### src/sv/rsmh_pkg.sv
package rsmh_pkg;

  localparam int NUM_SENSORS_DEF     = 2;
  localparam int WINDOW_DEPTH_DEF    = 5;
  localparam int SPIKE_CONFIRM_DEF   = 3;
  localparam int FAULT_STREAK_DEF    = 10;
  localparam int DEGRADED_STREAK_DEF = 3;
  localparam int REQUIRE_ALL_DEF     = 1;

  localparam int DistW    = 14;
  localparam int TimeW    = 32;
  localparam int StreakW  = 16;
  localparam int RunW     = 8;
  localparam int CountW   = 4;
  localparam int CfgIdxW  = 3;
  localparam int CfgDataW = 16;

  localparam logic [CfgIdxW-1:0] RegStop      = 3'd0;
  localparam logic [CfgIdxW-1:0] RegClear     = 3'd1;
  localparam logic [CfgIdxW-1:0] RegWarn      = 3'd2;
  localparam logic [CfgIdxW-1:0] RegMaxJump   = 3'd3;
  localparam logic [CfgIdxW-1:0] RegStale     = 3'd4;
  localparam logic [CfgIdxW-1:0] RegMinGood   = 3'd5;
  localparam logic [CfgIdxW-1:0] RegObsConf   = 3'd6;
  localparam logic [CfgIdxW-1:0] RegClearConf = 3'd7;

  localparam logic [1:0] HealthOk       = 2'd0;
  localparam logic [1:0] HealthDegraded = 2'd1;
  localparam logic [1:0] HealthFault    = 2'd2;

  typedef enum logic [2:0] {
    ST_IDLE,
    ST_GATE,
    ST_SCAN,
    ST_MED,
    ST_UPDATE,
    ST_OUT
  } state_e;

  typedef struct packed {
    logic load;
    logic gate;
    logic scan_clr;
    logic scan;
    logic median;
    logic update;
    logic out_load;
  } cmd_t;

  typedef struct packed {
    logic scan_done;
    logic out_busy;
  } status_t;

  typedef struct packed {
    logic [DistW-1:0]   stop_distance;
    logic [DistW-1:0]   clear_distance;
    logic [DistW-1:0]   warn_distance;
    logic [DistW-1:0]   max_jump;
    logic [15:0]        stale_time_ms;
    logic [CountW-1:0]  min_good_samples;
    logic [RunW-1:0]    obstacle_confirm;
    logic [RunW-1:0]    clear_confirm;
  } cfg_t;

  typedef struct packed {
    logic               sensor_index;
    logic [DistW-1:0]   raw_distance;
    logic [TimeW-1:0]   now_ms;
  } in_t;

  typedef struct packed {
    logic [DistW-1:0]   filtered_distance;
    logic               sensor_valid;
    logic [CountW-1:0]  good_count;
    logic               sensor_obstacle;
    logic               sensor_warning;
    logic [StreakW-1:0] timeout_streak;
    logic [1:0]         health;
    logic               any_obstacle;
    logic               any_warning;
    logic               sensor_fault;
    logic               forward_blocked;
  } out_t;

endpackage

### src/sv/rsmh_stream_if.sv
interface rsmh_stream_if #(
  parameter type payload_t = logic
);
  logic     valid;
  logic     ready;
  payload_t payload;

  modport source (output valid, output payload, input ready);
  modport sink (input valid, input payload, output ready);
endinterface

### src/sv/rsmh_ctrl.sv
module rsmh_ctrl (
  input  logic             clk_i,
  input  logic             rst_ni,
  input  logic             in_valid_i,
  output logic             in_ready_o,
  input  rsmh_pkg::status_t status_i,
  output rsmh_pkg::cmd_t    cmd_o
);

  rsmh_pkg::state_e state_q, state_d;

  always_ff @(posedge clk_i or negedge rst_ni) begin
    if (!rst_ni) begin
      state_q <= rsmh_pkg::ST_IDLE;
    end else begin
      state_q <= state_d;
    end
  end

  always_comb begin
    state_d = state_q;
    unique case (state_q)
      rsmh_pkg::ST_IDLE:   if (in_valid_i) state_d = rsmh_pkg::ST_GATE;
      rsmh_pkg::ST_GATE:   state_d = rsmh_pkg::ST_SCAN;
      rsmh_pkg::ST_SCAN:   if (status_i.scan_done) state_d = rsmh_pkg::ST_MED;
      rsmh_pkg::ST_MED:    state_d = rsmh_pkg::ST_UPDATE;
      rsmh_pkg::ST_UPDATE: state_d = rsmh_pkg::ST_OUT;
      rsmh_pkg::ST_OUT:    if (!status_i.out_busy) state_d = rsmh_pkg::ST_IDLE;
      default:             state_d = rsmh_pkg::ST_IDLE;
    endcase
  end

  always_comb begin
    cmd_o      = '0;
    in_ready_o = 1'b0;
    unique case (state_q)
      rsmh_pkg::ST_IDLE: begin
        in_ready_o = 1'b1;
        cmd_o.load = in_valid_i;
      end
      rsmh_pkg::ST_GATE: begin
        cmd_o.gate     = 1'b1;
        cmd_o.scan_clr = 1'b1;
      end
      rsmh_pkg::ST_SCAN:   cmd_o.scan = 1'b1;
      rsmh_pkg::ST_MED:    cmd_o.median = 1'b1;
      rsmh_pkg::ST_UPDATE: cmd_o.update = 1'b1;
      rsmh_pkg::ST_OUT:    cmd_o.out_load = !status_i.out_busy;
      default: ;
    endcase
  end

endmodule

### src/sv/rsmh_datapath.sv
module rsmh_datapath #(
  parameter int NUM_SENSORS     = rsmh_pkg::NUM_SENSORS_DEF,
  parameter int WINDOW_DEPTH    = rsmh_pkg::WINDOW_DEPTH_DEF,
  parameter int SPIKE_CONFIRM   = rsmh_pkg::SPIKE_CONFIRM_DEF,
  parameter int FAULT_STREAK    = rsmh_pkg::FAULT_STREAK_DEF,
  parameter int DEGRADED_STREAK = rsmh_pkg::DEGRADED_STREAK_DEF,
  parameter int REQUIRE_ALL     = rsmh_pkg::REQUIRE_ALL_DEF
) (
  input  logic              clk_i,
  input  logic              rst_ni,
  input  rsmh_pkg::cfg_t    cfg_i,
  input  rsmh_pkg::in_t     in_i,
  input  rsmh_pkg::cmd_t    cmd_i,
  output rsmh_pkg::status_t status_o,
  output logic              out_valid_o,
  input  logic              out_ready_i,
  output rsmh_pkg::out_t    out_o
);

  localparam int SW = (NUM_SENSORS > 1) ? $clog2(NUM_SENSORS) : 1;
  localparam int PW = $clog2(WINDOW_DEPTH);
  localparam int DW = rsmh_pkg::DistW;
  localparam int RW = rsmh_pkg::RunW;
  localparam int CW = rsmh_pkg::CountW;
  localparam int HW = rsmh_pkg::StreakW;

  logic [DW-1:0]      win_q   [NUM_SENSORS][WINDOW_DEPTH];
  logic [PW-1:0]      wp_q    [NUM_SENSORS];
  logic [DW-1:0]      filt_q  [NUM_SENSORS];
  logic               valid_q [NUM_SENSORS];
  logic [31:0]        lgt_q   [NUM_SENSORS];
  logic [CW-1:0]      good_q  [NUM_SENSORS];
  logic [RW-1:0]      spike_q [NUM_SENSORS];
  logic [RW-1:0]      near_q  [NUM_SENSORS];
  logic [RW-1:0]      far_q   [NUM_SENSORS];
  logic               obs_q   [NUM_SENSORS];
  logic               warn_q  [NUM_SENSORS];
  logic [HW-1:0]      strk_q  [NUM_SENSORS];

  rsmh_pkg::in_t      item_q;
  logic               hit_q;
  logic [SW-1:0]      s_q;
  logic [DW-1:0]      cur_q   [WINDOW_DEPTH];
  logic [CW-1:0]      rank_q  [WINDOW_DEPTH];
  logic [CW-1:0]      i_q;
  logic [DW:0]        msum_q;
  logic               out_valid_q;
  rsmh_pkg::out_t     out_q;

  logic [CW-1:0]      good_w;
  logic [CW-1:0]      lo_pos, hi_pos;
  logic [DW-1:0]      lo_v, hi_v;
  logic [DW-1:0]      pivot;
  logic               fresh_w;
  logic [31:0]        age_w;

  // Rank each good entry: count of entries that sort before it (ties by slot).
  assign pivot = cur_q[i_q[PW-1:0]];
  assign status_o.scan_done = (i_q == CW'(WINDOW_DEPTH - 1));
  assign status_o.out_busy  = out_valid_q && !out_ready_i;
  assign out_valid_o = out_valid_q;
  assign out_o       = out_q;

  always_comb begin
    good_w = '0;
    for (int k = 0; k < WINDOW_DEPTH; k++) begin
      good_w = good_w + CW'(cur_q[k] != '0);
    end
    lo_pos = CW'((good_w - CW'(1)) >> 1);
    hi_pos = CW'(good_w >> 1);
    lo_v = '0;
    hi_v = '0;
    for (int k = 0; k < WINDOW_DEPTH; k++) begin
      if (cur_q[k] != '0 && rank_q[k] == lo_pos) lo_v = cur_q[k];
      if (cur_q[k] != '0 && rank_q[k] == hi_pos) hi_v = cur_q[k];
    end
  end

  assign age_w   = item_q.now_ms - lgt_q[s_q];
  assign fresh_w = age_w <= 32'(cfg_i.stale_time_ms);

  always_ff @(posedge clk_i) begin
    if (cmd_i.load) begin
      item_q <= in_i;
      s_q    <= SW'(in_i.sensor_index);
    end
    if (cmd_i.median) begin
      msum_q <= (DW+1)'(lo_v) + (DW+1)'(hi_v);
    end
  end

  always_ff @(posedge clk_i or negedge rst_ni) begin
    if (!rst_ni) begin
      for (int s = 0; s < NUM_SENSORS; s++) begin
        for (int k = 0; k < WINDOW_DEPTH; k++) win_q[s][k] <= '0;
        wp_q[s]    <= '0;
        filt_q[s]  <= '0;
        valid_q[s] <= 1'b0;
        lgt_q[s]   <= '0;
        good_q[s]  <= '0;
        spike_q[s] <= '0;
        near_q[s]  <= '0;
        far_q[s]   <= '0;
        obs_q[s]   <= 1'b0;
        warn_q[s]  <= 1'b0;
        strk_q[s]  <= '0;
      end
      hit_q       <= 1'b0;
      i_q         <= '0;
      for (int k = 0; k < WINDOW_DEPTH; k++) begin
        cur_q[k]  <= '0;
        rank_q[k] <= '0;
      end
      out_valid_q <= 1'b0;
      out_q       <= '0;
    end else begin
      if (out_valid_q && out_ready_i && !cmd_i.out_load) out_valid_q <= 1'b0;
      if (cmd_i.load) begin
        hit_q <= 32'(in_i.sensor_index) < 32'(NUM_SENSORS);
      end
      if (cmd_i.gate) begin : gate_blk
        logic          acc;
        logic [DW-1:0] f;
        logic [RW-1:0] sp;
        f  = filt_q[s_q];
        acc = 1'b1;
        sp  = '0;
        if (item_q.raw_distance != '0 && valid_q[s_q] && f != '0 &&
            item_q.raw_distance > f &&
            (item_q.raw_distance - f) > cfg_i.max_jump) begin
          sp = spike_q[s_q] + RW'(1);
          if (32'(sp) < SPIKE_CONFIRM) acc = 1'b0;
          else sp = '0;
        end
        for (int k = 0; k < WINDOW_DEPTH; k++) begin
          cur_q[k] <= (hit_q && acc && PW'(k) == wp_q[s_q]) ? item_q.raw_distance
                                                            : win_q[s_q][k];
        end
        if (hit_q) begin
          if (item_q.raw_distance != '0) strk_q[s_q] <= '0;
          else if (strk_q[s_q] != '1) strk_q[s_q] <= strk_q[s_q] + HW'(1);
          spike_q[s_q] <= sp;
          if (acc) begin
            win_q[s_q][wp_q[s_q]] <= item_q.raw_distance;
            wp_q[s_q] <= (32'(wp_q[s_q]) == WINDOW_DEPTH - 1) ? '0
                                                            : wp_q[s_q] + PW'(1);
            if (item_q.raw_distance != '0) lgt_q[s_q] <= item_q.now_ms;
          end
        end
      end
      if (cmd_i.scan_clr) begin
        i_q <= '0;
      end
      if (cmd_i.scan) begin
        begin : rank_blk
          logic [CW-1:0] c;
          c = '0;
          for (int k = 0; k < WINDOW_DEPTH; k++) begin
            if (cur_q[k] != '0 && (cur_q[k] < pivot ||
                (cur_q[k] == pivot && CW'(k) < i_q))) c = c + CW'(1);
          end
          rank_q[i_q[PW-1:0]] <= c;
        end
        if (!status_o.scan_done) i_q <= i_q + CW'(1);
      end
      if (cmd_i.update && hit_q) begin : upd_blk
        logic          v;
        logic [DW-1:0] f;
        logic [RW-1:0] nr, fr;
        logic          ob;
        v  = (good_w >= cfg_i.min_good_samples) && good_w != '0 && fresh_w;
        f  = filt_q[s_q];
        if (v) f = msum_q[DW:1];
        else if (!fresh_w) f = '0;
        nr = near_q[s_q];
        fr = far_q[s_q];
        ob = obs_q[s_q];
        good_q[s_q]  <= good_w;
        valid_q[s_q] <= v;
        filt_q[s_q]  <= f;
        if (!v || f == '0) begin
          near_q[s_q] <= '0;
          far_q[s_q]  <= '0;
          warn_q[s_q] <= 1'b0;
        end else begin
          if (f <= cfg_i.stop_distance) begin
            fr = '0;
            if (nr != '1) nr = nr + RW'(1);
          end else if (f >= cfg_i.clear_distance) begin
            nr = '0;
            if (fr != '1) fr = fr + RW'(1);
          end else begin
            nr = '0;
            fr = '0;
          end
          if (nr >= cfg_i.obstacle_confirm) ob = 1'b1;
          else if (fr >= cfg_i.clear_confirm) ob = 1'b0;
          near_q[s_q] <= nr;
          far_q[s_q]  <= fr;
          obs_q[s_q]  <= ob;
          warn_q[s_q] <= f <= cfg_i.warn_distance;
        end
      end
      if (cmd_i.out_load) begin : out_blk
        logic any_o, any_w, all_v, one_v;
        any_o = 1'b0;
        any_w = 1'b0;
        all_v = 1'b1;
        one_v = 1'b0;
        for (int s = 0; s < NUM_SENSORS; s++) begin
          any_o = any_o | obs_q[s];
          any_w = any_w | warn_q[s];
          one_v = one_v | valid_q[s];
          all_v = all_v & valid_q[s];
        end
        out_valid_q         <= 1'b1;
        out_q.any_obstacle  <= any_o;
        out_q.any_warning   <= any_w;
        out_q.sensor_fault  <= (REQUIRE_ALL != 0) ? !all_v : !one_v;
        out_q.forward_blocked <= any_o | ((REQUIRE_ALL != 0) ? !all_v : !one_v);
        if (hit_q) begin
          out_q.filtered_distance <= filt_q[s_q];
          out_q.sensor_valid      <= valid_q[s_q];
          out_q.good_count        <= good_q[s_q];
          out_q.sensor_obstacle   <= obs_q[s_q];
          out_q.sensor_warning    <= warn_q[s_q];
          out_q.timeout_streak    <= strk_q[s_q];
          if (!fresh_w || good_q[s_q] == '0 || 32'(strk_q[s_q]) >= FAULT_STREAK)
            out_q.health <= rsmh_pkg::HealthFault;
          else if (32'(good_q[s_q]) < WINDOW_DEPTH ||
                   32'(strk_q[s_q]) >= DEGRADED_STREAK || !valid_q[s_q])
            out_q.health <= rsmh_pkg::HealthDegraded;
          else
            out_q.health <= rsmh_pkg::HealthOk;
        end else begin
          out_q.filtered_distance <= '0;
          out_q.sensor_valid      <= 1'b0;
          out_q.good_count        <= '0;
          out_q.sensor_obstacle   <= 1'b0;
          out_q.sensor_warning    <= 1'b0;
          out_q.timeout_streak    <= '0;
          out_q.health            <= rsmh_pkg::HealthFault;
        end
      end
    end
  end

endmodule

### src/sv/range_sensor_median_hysteresis_latch.sv
// Channel   Modport  Payload
// in_if     sink     sensor_index, raw_distance, now_ms
// out_if    source   filtered_distance ... forward_blocked (one per transaction)
// cfg       write    cfg_we_i, cfg_idx_i, cfg_data_i
//
// A transaction passes the gate, scan, median, update and output states between
// one accept and the next; the rank scan places one window entry per cycle with
// a shared comparator row, and the result is registered in the output state.
// Reset clears all sensor state at once; no clearing pass.
// A stalled output holds the controller in its output state until taken.
module range_sensor_median_hysteresis_latch #(
  parameter int NUM_SENSORS     = rsmh_pkg::NUM_SENSORS_DEF,
  parameter int WINDOW_DEPTH    = rsmh_pkg::WINDOW_DEPTH_DEF,
  parameter int SPIKE_CONFIRM   = rsmh_pkg::SPIKE_CONFIRM_DEF,
  parameter int FAULT_STREAK    = rsmh_pkg::FAULT_STREAK_DEF,
  parameter int DEGRADED_STREAK = rsmh_pkg::DEGRADED_STREAK_DEF,
  parameter int REQUIRE_ALL     = rsmh_pkg::REQUIRE_ALL_DEF
) (
  input  logic                           clk_i,
  input  logic                           rst_ni,
  input  logic                           cfg_we_i,
  input  logic [rsmh_pkg::CfgIdxW-1:0]   cfg_idx_i,
  input  logic [rsmh_pkg::CfgDataW-1:0]  cfg_data_i,
  rsmh_stream_if.sink                    in_if,
  rsmh_stream_if.source                  out_if
);

  rsmh_pkg::cfg_t    cfg_q;
  rsmh_pkg::cmd_t    cmd;
  rsmh_pkg::status_t status;

  always_ff @(posedge clk_i or negedge rst_ni) begin
    if (!rst_ni) begin
      cfg_q.stop_distance    <= 14'd640;
      cfg_q.clear_distance   <= 14'd1040;
      cfg_q.warn_distance    <= 14'd1440;
      cfg_q.max_jump         <= 14'd480;
      cfg_q.stale_time_ms    <= 16'd500;
      cfg_q.min_good_samples <= 4'd3;
      cfg_q.obstacle_confirm <= 8'd2;
      cfg_q.clear_confirm    <= 8'd3;
    end else if (cfg_we_i) begin
      unique case (cfg_idx_i)
        rsmh_pkg::RegStop:      cfg_q.stop_distance    <= cfg_data_i[13:0];
        rsmh_pkg::RegClear:     cfg_q.clear_distance   <= cfg_data_i[13:0];
        rsmh_pkg::RegWarn:      cfg_q.warn_distance    <= cfg_data_i[13:0];
        rsmh_pkg::RegMaxJump:   cfg_q.max_jump         <= cfg_data_i[13:0];
        rsmh_pkg::RegStale:     cfg_q.stale_time_ms    <= cfg_data_i;
        rsmh_pkg::RegMinGood:   cfg_q.min_good_samples <= cfg_data_i[3:0];
        rsmh_pkg::RegObsConf:   cfg_q.obstacle_confirm <= cfg_data_i[7:0];
        rsmh_pkg::RegClearConf: cfg_q.clear_confirm    <= cfg_data_i[7:0];
        default: ;
      endcase
    end
  end

  rsmh_ctrl u_ctrl (
    .clk_i      (clk_i),
    .rst_ni     (rst_ni),
    .in_valid_i (in_if.valid),
    .in_ready_o (in_if.ready),
    .status_i   (status),
    .cmd_o      (cmd)
  );

  rsmh_datapath #(
    .NUM_SENSORS     (NUM_SENSORS),
    .WINDOW_DEPTH    (WINDOW_DEPTH),
    .SPIKE_CONFIRM   (SPIKE_CONFIRM),
    .FAULT_STREAK    (FAULT_STREAK),
    .DEGRADED_STREAK (DEGRADED_STREAK),
    .REQUIRE_ALL     (REQUIRE_ALL)
  ) u_dp (
    .clk_i       (clk_i),
    .rst_ni      (rst_ni),
    .cfg_i       (cfg_q),
    .in_i        (in_if.payload),
    .cmd_i       (cmd),
    .status_o    (status),
    .out_valid_o (out_if.valid),
    .out_ready_i (out_if.ready),
    .out_o       (out_if.payload)
  );

endmodule

### src/flat_wrapper.sv
// flat-port wrapper written by rule: the top's interface ports become plain ports
module range_sensor_median_hysteresis_latch_flat 
#(
  parameter int NUM_SENSORS     = rsmh_pkg::NUM_SENSORS_DEF,
  parameter int WINDOW_DEPTH    = rsmh_pkg::WINDOW_DEPTH_DEF,
  parameter int SPIKE_CONFIRM   = rsmh_pkg::SPIKE_CONFIRM_DEF,
  parameter int FAULT_STREAK    = rsmh_pkg::FAULT_STREAK_DEF,
  parameter int DEGRADED_STREAK = rsmh_pkg::DEGRADED_STREAK_DEF,
  parameter int REQUIRE_ALL     = rsmh_pkg::REQUIRE_ALL_DEF
)
  (clk_i, rst_ni, cfg_we_i, cfg_idx_i, cfg_data_i, in_if_valid, in_if_payload, in_if_ready, out_if_valid, out_if_payload, out_if_ready);
  rsmh_stream_if in_if_i ();
  rsmh_stream_if out_if_i ();
  input  logic clk_i;
  input  logic rst_ni;
  input  logic cfg_we_i;
  input  logic [rsmh_pkg::CfgIdxW-1:0] cfg_idx_i;
  input  logic [rsmh_pkg::CfgDataW-1:0] cfg_data_i;
  input wire logic [$bits(in_if_i.valid)-1:0] in_if_valid;
  input wire logic [$bits(in_if_i.payload)-1:0] in_if_payload;
  output wire logic [$bits(in_if_i.ready)-1:0] in_if_ready;
  output wire logic [$bits(out_if_i.valid)-1:0] out_if_valid;
  output wire logic [$bits(out_if_i.payload)-1:0] out_if_payload;
  input wire logic [$bits(out_if_i.ready)-1:0] out_if_ready;
  assign in_if_i.valid = in_if_valid;
  assign in_if_i.payload = in_if_payload;
  assign in_if_ready = in_if_i.ready;
  assign out_if_valid = out_if_i.valid;
  assign out_if_payload = out_if_i.payload;
  assign out_if_i.ready = out_if_ready;
  range_sensor_median_hysteresis_latch #(.NUM_SENSORS(NUM_SENSORS), .WINDOW_DEPTH(WINDOW_DEPTH), .SPIKE_CONFIRM(SPIKE_CONFIRM), .FAULT_STREAK(FAULT_STREAK), .DEGRADED_STREAK(DEGRADED_STREAK), .REQUIRE_ALL(REQUIRE_ALL)) u_core (.clk_i(clk_i), .rst_ni(rst_ni), .cfg_we_i(cfg_we_i), .cfg_idx_i(cfg_idx_i), .cfg_data_i(cfg_data_i), .in_if(in_if_i), .out_if(out_if_i));
endmodule
### config.mk
export PLATFORM = sky130hd
export DESIGN_NAME = range_sensor_median_hysteresis_latch_flat
export DESIGN_NICKNAME = d
export VERILOG_FILES = /design/src/sv/rsmh_pkg.sv /design/src/sv/rsmh_stream_if.sv /design/src/sv/rsmh_ctrl.sv /design/src/sv/rsmh_datapath.sv /design/src/sv/range_sensor_median_hysteresis_latch.sv /design/src/flat_wrapper.sv
export SDC_FILE = /design/constraint.sdc
export NUM_CORES = 1
export LEC_CHECK = 0
export ABC_AREA = 1
export BUFFER_PORTS_ARGS = -buffer_cell sky130_fd_sc_hd__buf_2
export CORE_AREA = 2 2 39 41
export DETAILED_ROUTE_END_ITERATION = 6
export DIE_AREA = 0 0 41 43
export HOLD_SLACK_MARGIN = 0.1
export PLACE_DENSITY = 0.72
export SLEW_MARGIN = 20
export SYNTH_ARGS = -nofsm -noshare
export SYNTH_HDL_FRONTEND = slang
export SYNTH_SLANG_ARGS = --single-unit
### constraint.sdc
create_clock -name clk_i -period 1.3 [get_ports clk_i]
set_input_delay 0.13 -clock clk_i [delete_from_list [all_inputs] [get_ports clk_i]]
set_output_delay 0.13 -clock clk_i [all_outputs]
set_load 0.05 [all_outputs]
# Word level (Yosys, flattened, before mapping)
# Index checks and enable logic that the tools add are counted.
classes:
  shift: 0
  order_cmp: 0
  mux: 13
  bitwise: 0
  n_reduce_logical: 9
  addsub: 1
  div: 0
  n_eq_ne: 9
  mul: 0
op_table:
  columns: ["operator", "count"]
  rows:
  - ["one-hot mux 3 bit (6 select lines)", 1]
  - ["two-way mux 4 bit", 3]
  - ["two-way mux 3 bit", 3]
  - ["equality test 3 x 2 -> 1 bit, second input constant", 2]
  - ["equality test 3 bit, second input constant", 2]
  - ["two-way mux 1 bit", 6]
  - ["adder 4 x 1 -> 4 bit, second input constant", 1]
  - ["equality test 4 x 3 -> 1 bit, second input constant", 1]
  - ["inequality test 2 bit, second input constant", 2]
  - ["equality test 3 x 1 -> 1 bit, second input constant", 1]
  - ["logical AND 1 bit", 3]
  - ["logical NOT 1 bit", 3]
  - ["logical NOT 3 bit", 1]
  - ["AND reduction 3 bit", 1]
  - ["inequality test 2 x 1 -> 1 bit, second input constant", 1]
  - ["nonzero test 2 bit", 1]
word_totals:
  latchBits: 0
  wordCells: 36
  rom_bits: 0
  n_memories: 0
  mem_bits_rw: 0
  out_inout_bits: 3
  reg_bits: 9

# Logic depth before layout (Yosys ltp)
logic_depth:
  depth_word: 8
  depth_mapped: 7
  ltp_nobuf: 7

# By module
# Synthesis repeated with hierarchy kept, for this count alone.
unflattened:
  hier_cells: 4834
  hier_area_um2: 37373.3
by_module_without_submodules:
  columns: ["module", "area_per_inst_um2", "instances", "cells_per_inst"]
  rows:
  - ["rsmh_datapath", 33474.6, 1, 4385]
  - ["range_sensor_median_hysteresis_latch", 3687.3, 1, 417]
  - ["rsmh_ctrl", 211.5, 1, 32]

# Least setup slack after synthesis
# No wires, ideal clock.
synth_path:
  path_kind: "flip-flop to output port"
  from: "register u_core.u_ctrl.state_q[1]"
  to: "output in_if_ready"
  t_arrival_ns: 1.218
  setup_slack_ns: -0.048
  t_required_ns: 1.170
  path_stages_with_launch: 4
  cell_sequence: "dfrtp_1 inv_1 nand2_1 nor2_1"
synth_between:
  elab_chain_len: 2
synth_lines:
  columns: ["element", "line", "source"]
  rows:
  - ["from (decl)", "rsmh_ctrl.sv:10", "rsmh_pkg::state_e state_q, state_d;"]
  - ["from (signal assigned)", "rsmh_ctrl.sv:14", "state_q <= rsmh_pkg::ST_IDLE;"]
  - ["from (signal assigned)", "rsmh_ctrl.sv:16", "state_q <= state_d;"]
  - ["logical NOT 3 bit", "rsmh_ctrl.sv:36", "unique case (state_q)"]
  - ["two-way mux 1 bit", "rsmh_ctrl.sv:36", null]
  - ["to (decl)", "flat_wrapper.sv:21", "output wire logic [$bits(in_if_i.ready)-1:0] in_if_ready;"]
# Every way passes these cells.

# Worst setup path after layout
# Ends and elaborated chain as after synthesis.

==> flow_summary.json <==
{
  "synth-seq-cells": 9,
  "cts_max_level": 1,
  "clock_tree.root_cell": "clkbuf_4",
  "startpoint_type": "register",
  "syn-num-nets": 85,
  "synth_mux_area_frac": 0,
  "ant_nets": 0,
  "cts.sinks": 9,
  "ff2ff_setup_slack_ns": 0.11,
  "cts_tree": "yes",
  "via_per_inst": 4.62,
  "grt_pass1_vias": 380,
  "slew_viol_final": 0,
  "r2r_end": "u_core.u_dp.i_q[2]",
  "ys.flop_type": "dfrtp_1",
  "final_cells": 87,
  "powerDensity_nw_per_um2": 2340,
  "worstPathMaxFanout": 5,
  "required_ns": 1.17,
  "final-hold-violation-count": 0,
  "grt_pass1_wl_mm": 1.52,
  "syn_avg_cell_area_um2": 8.41,
  "maxCapViolations": 0,
  "hp-class": "input port to register",
  "drcViolationCount": 0,
  "syn_to_final_growth_pct": 22.6,
  "yosys.area_share.simple": 0.323,
  "synthArstFlopShare": 1.00,
  "reg2regPathDepth": 7,
  "drt_wl_total_um": 924,
  "grt_usage": 0.133,
  "die-height_um": 43,
  "synthTopCellsByCount": "10 x nand2_1, 9 x dfrtp_1, 9 x inv_1",
  "die_x_um": 41,
  "start_util": 0.353,
  "wl_per_cell_um": 10.6,
  "port-buffer-count": 6,
  "peakVddDrop_v": 0.000753,
  "cts_buffers": 3,
  "insertion_delay_ns": 0.27,
  "fp.coreArea_um2": 1380,
  "ios": 28,
  "grt_max_degree": 10,
  "ys_seq_area_frac": 0.462,
  "timing.rr.start": "u_core.u_dp.i_q[1]",
  "drt_iter0_drc": 5,
  "synth_cell_types": 18,
  "antenna_found_initial": 0,
  "grt_overflow": 0,
  "yosys.area.top_type": "dfrtp_1",
  "setup_viol": 0,
  "synthAdderAreaFrac": 0.0513,
  "place_congestion": 0.758,
  "synth_most_common_cell": "nand2_1",
  "synth_edf_count": 0,
  "clkTransAtPathRegs_ns": 0.06,
  "cp_data_arrival_time_ns": 1.12,
  "vias": 402,
  "min_period_ns": 1.25,
  "clockBufferDepth": 2,
  "worst_slew_pin_slew_ns": 0.249,
  "worst-setup-path-type": "register to output pin",
  "whs_endpoint": "u_core.u_dp.out_valid_o",
  "core.rowCount": 14,
  "leakagePower_nw": 0.308,
  "endpoint_kind": "output pin",
  "hpwlAfterDp_um": 731,
  "tns_ns": 0,
  "outcome": "complete, no violations",
  "synth_xor_area_frac": 0,
  "synth_warnings": 0,
  "hold_start": "out_if_ready",
  "syn-instance-count": 58,
  "synth_top_family_by_area": "simple AND/OR/NAND/NOR gates",
  "n_antenna_cell": 0,
  "place_inst": 80,
  "skew_ns": 0.00206,
  "fmax_mhz": 800,
  "drt_first_pass_iters": 3,
  "synth_top_area_share": 0.462,
  "die_area_um2": 1760,
  "fin_crit_sh": 0.961,
  "layout.nets": 99,
  "maxSlewHeadroom": 0.835,
  "min_path_cells": 4,
  "syn_area_um2": 488,
  "synth_compound_area_frac": 0.0795,
  "yosys-top-cells-area": "dfrtp_1 46%, nand2_1 7.7%, nand3_1 7.2%, inv_1 6.9%, ha_1 5.1%",
  "drive_gt1_frac": 0.310
}
-- per-layer routing --
layer  GRT usage  routed length (um)
met5           0                   0
met4       0.120                  29
met3      0.0157                  11
met2       0.206                 466
met1       0.147                 417
-- stage by stage --
step | total power [mW] | setup WS (ns) | hold WS [ns] | area [um^2] | util
detailed placement | 1.11 | 0.118 | -0.00716 | 541 | 0.391
CTS | 1.36 | 0.0125 | 0.126 | 579 | 0.419
global route | 1.50 | -0.00205 | 0.154 | 598 | 0.432
finish | 1.40 | 0.0502 | 0.129 | 598 | 0.432
floorplan | 0.969 | 0.171 | -0.166 | 490 | -
global placement | 1.08 | 0.158 | -0.00819 | 541 | 0.391
-- sequential cells by signal (all words and copies together), names as in the netlist --
signal	flops
u_core.u_dp.i_q	4
u_core.u_dp.out_o	1
u_core.u_ctrl.state_q	3
u_core.u_dp.out_valid_o	1
-- area by class of cell --
type | count | area (um^2)
Clock buffer | 4 | 26.3
Fill cell | 145 | 786
Inverter | 11 | 41.3
Multi-Input combinational cell | 38 | 224
Sequential cell | 9 | 225
Tap cell | 16 | 20.0
Timing Repair Buffer | 9 | 61.3
-- worst max-delay path: stages, from the launching register on --
cell     delay (ns)
dfrtp_1        0.40
inv_2          0.11
nand2_1        0.09
nor2_2         0.10
buf_6          0.16
-- cell usage in the layout, fill, tap and decap left out, drive strengths merged --
| master | synthesis | layout |
|---|---|---|
| o21bai | 2 | 2 |
| clkbuf | 0 | 4 |
| nand2 | 13 | 13 |
| dlygate4sd3 | 0 | 1 |
| nand3 | 8 | 8 |
| nor2 | 6 | 6 |
| inv | 11 | 11 |
| dfrtp | 9 | 9 |
| buf | 0 | 8 |
| or2 | 1 | 1 |
| nand4 | 2 | 2 |
| o21ai | 4 | 4 |
| ha | 2 | 2 |
-- how the worst max path moves through the flow --
stage                                           to                startpoint  slack, ns
after detailed placement        u_core.u_dp.i_q[2]        u_core.u_dp.i_q[1]       0.12
after global placement    u_core.u_ctrl.state_q[0]        u_core.u_dp.i_q[1]       0.16
after CTS                              in_if_ready  u_core.u_ctrl.state_q[1]       0.01
after global routing                   in_if_ready  u_core.u_ctrl.state_q[1]     -0.002
final                                  in_if_ready  u_core.u_ctrl.state_q[1]       0.05
after floorplan                        in_if_ready  u_core.u_ctrl.state_q[1]       0.17
-- kinds of logic (layout without fill, tap and decap cells) --
| family | Yosys count | after routing |
|---|---|---|
| compound gates | 6 | 6 |
| fa+ha+maj | 2 | 2 |
| buf+inv | 11 | 24 |
| flops | 9 | 9 |
| simple gates | 30 | 30 |
-- what timing repair did --
action | in CTS | in global routing
setup buffers | 0 | 2
hold endpoints to repair | 9 | 0
resized for setup | 2 | 1
setup endpoints to repair | 1 | 1
hold buffers | 1 | 0
pin swaps | 0 | 0
-- power breakdown --
part / internal [mW] / switching (mW)
clock network: 0.119 / 0.106
registers: 0.377 / 0.0959
logic: 0.248 / 0.454
total: 0.744 / 0.656
Power figures use the tool's default switching activity.
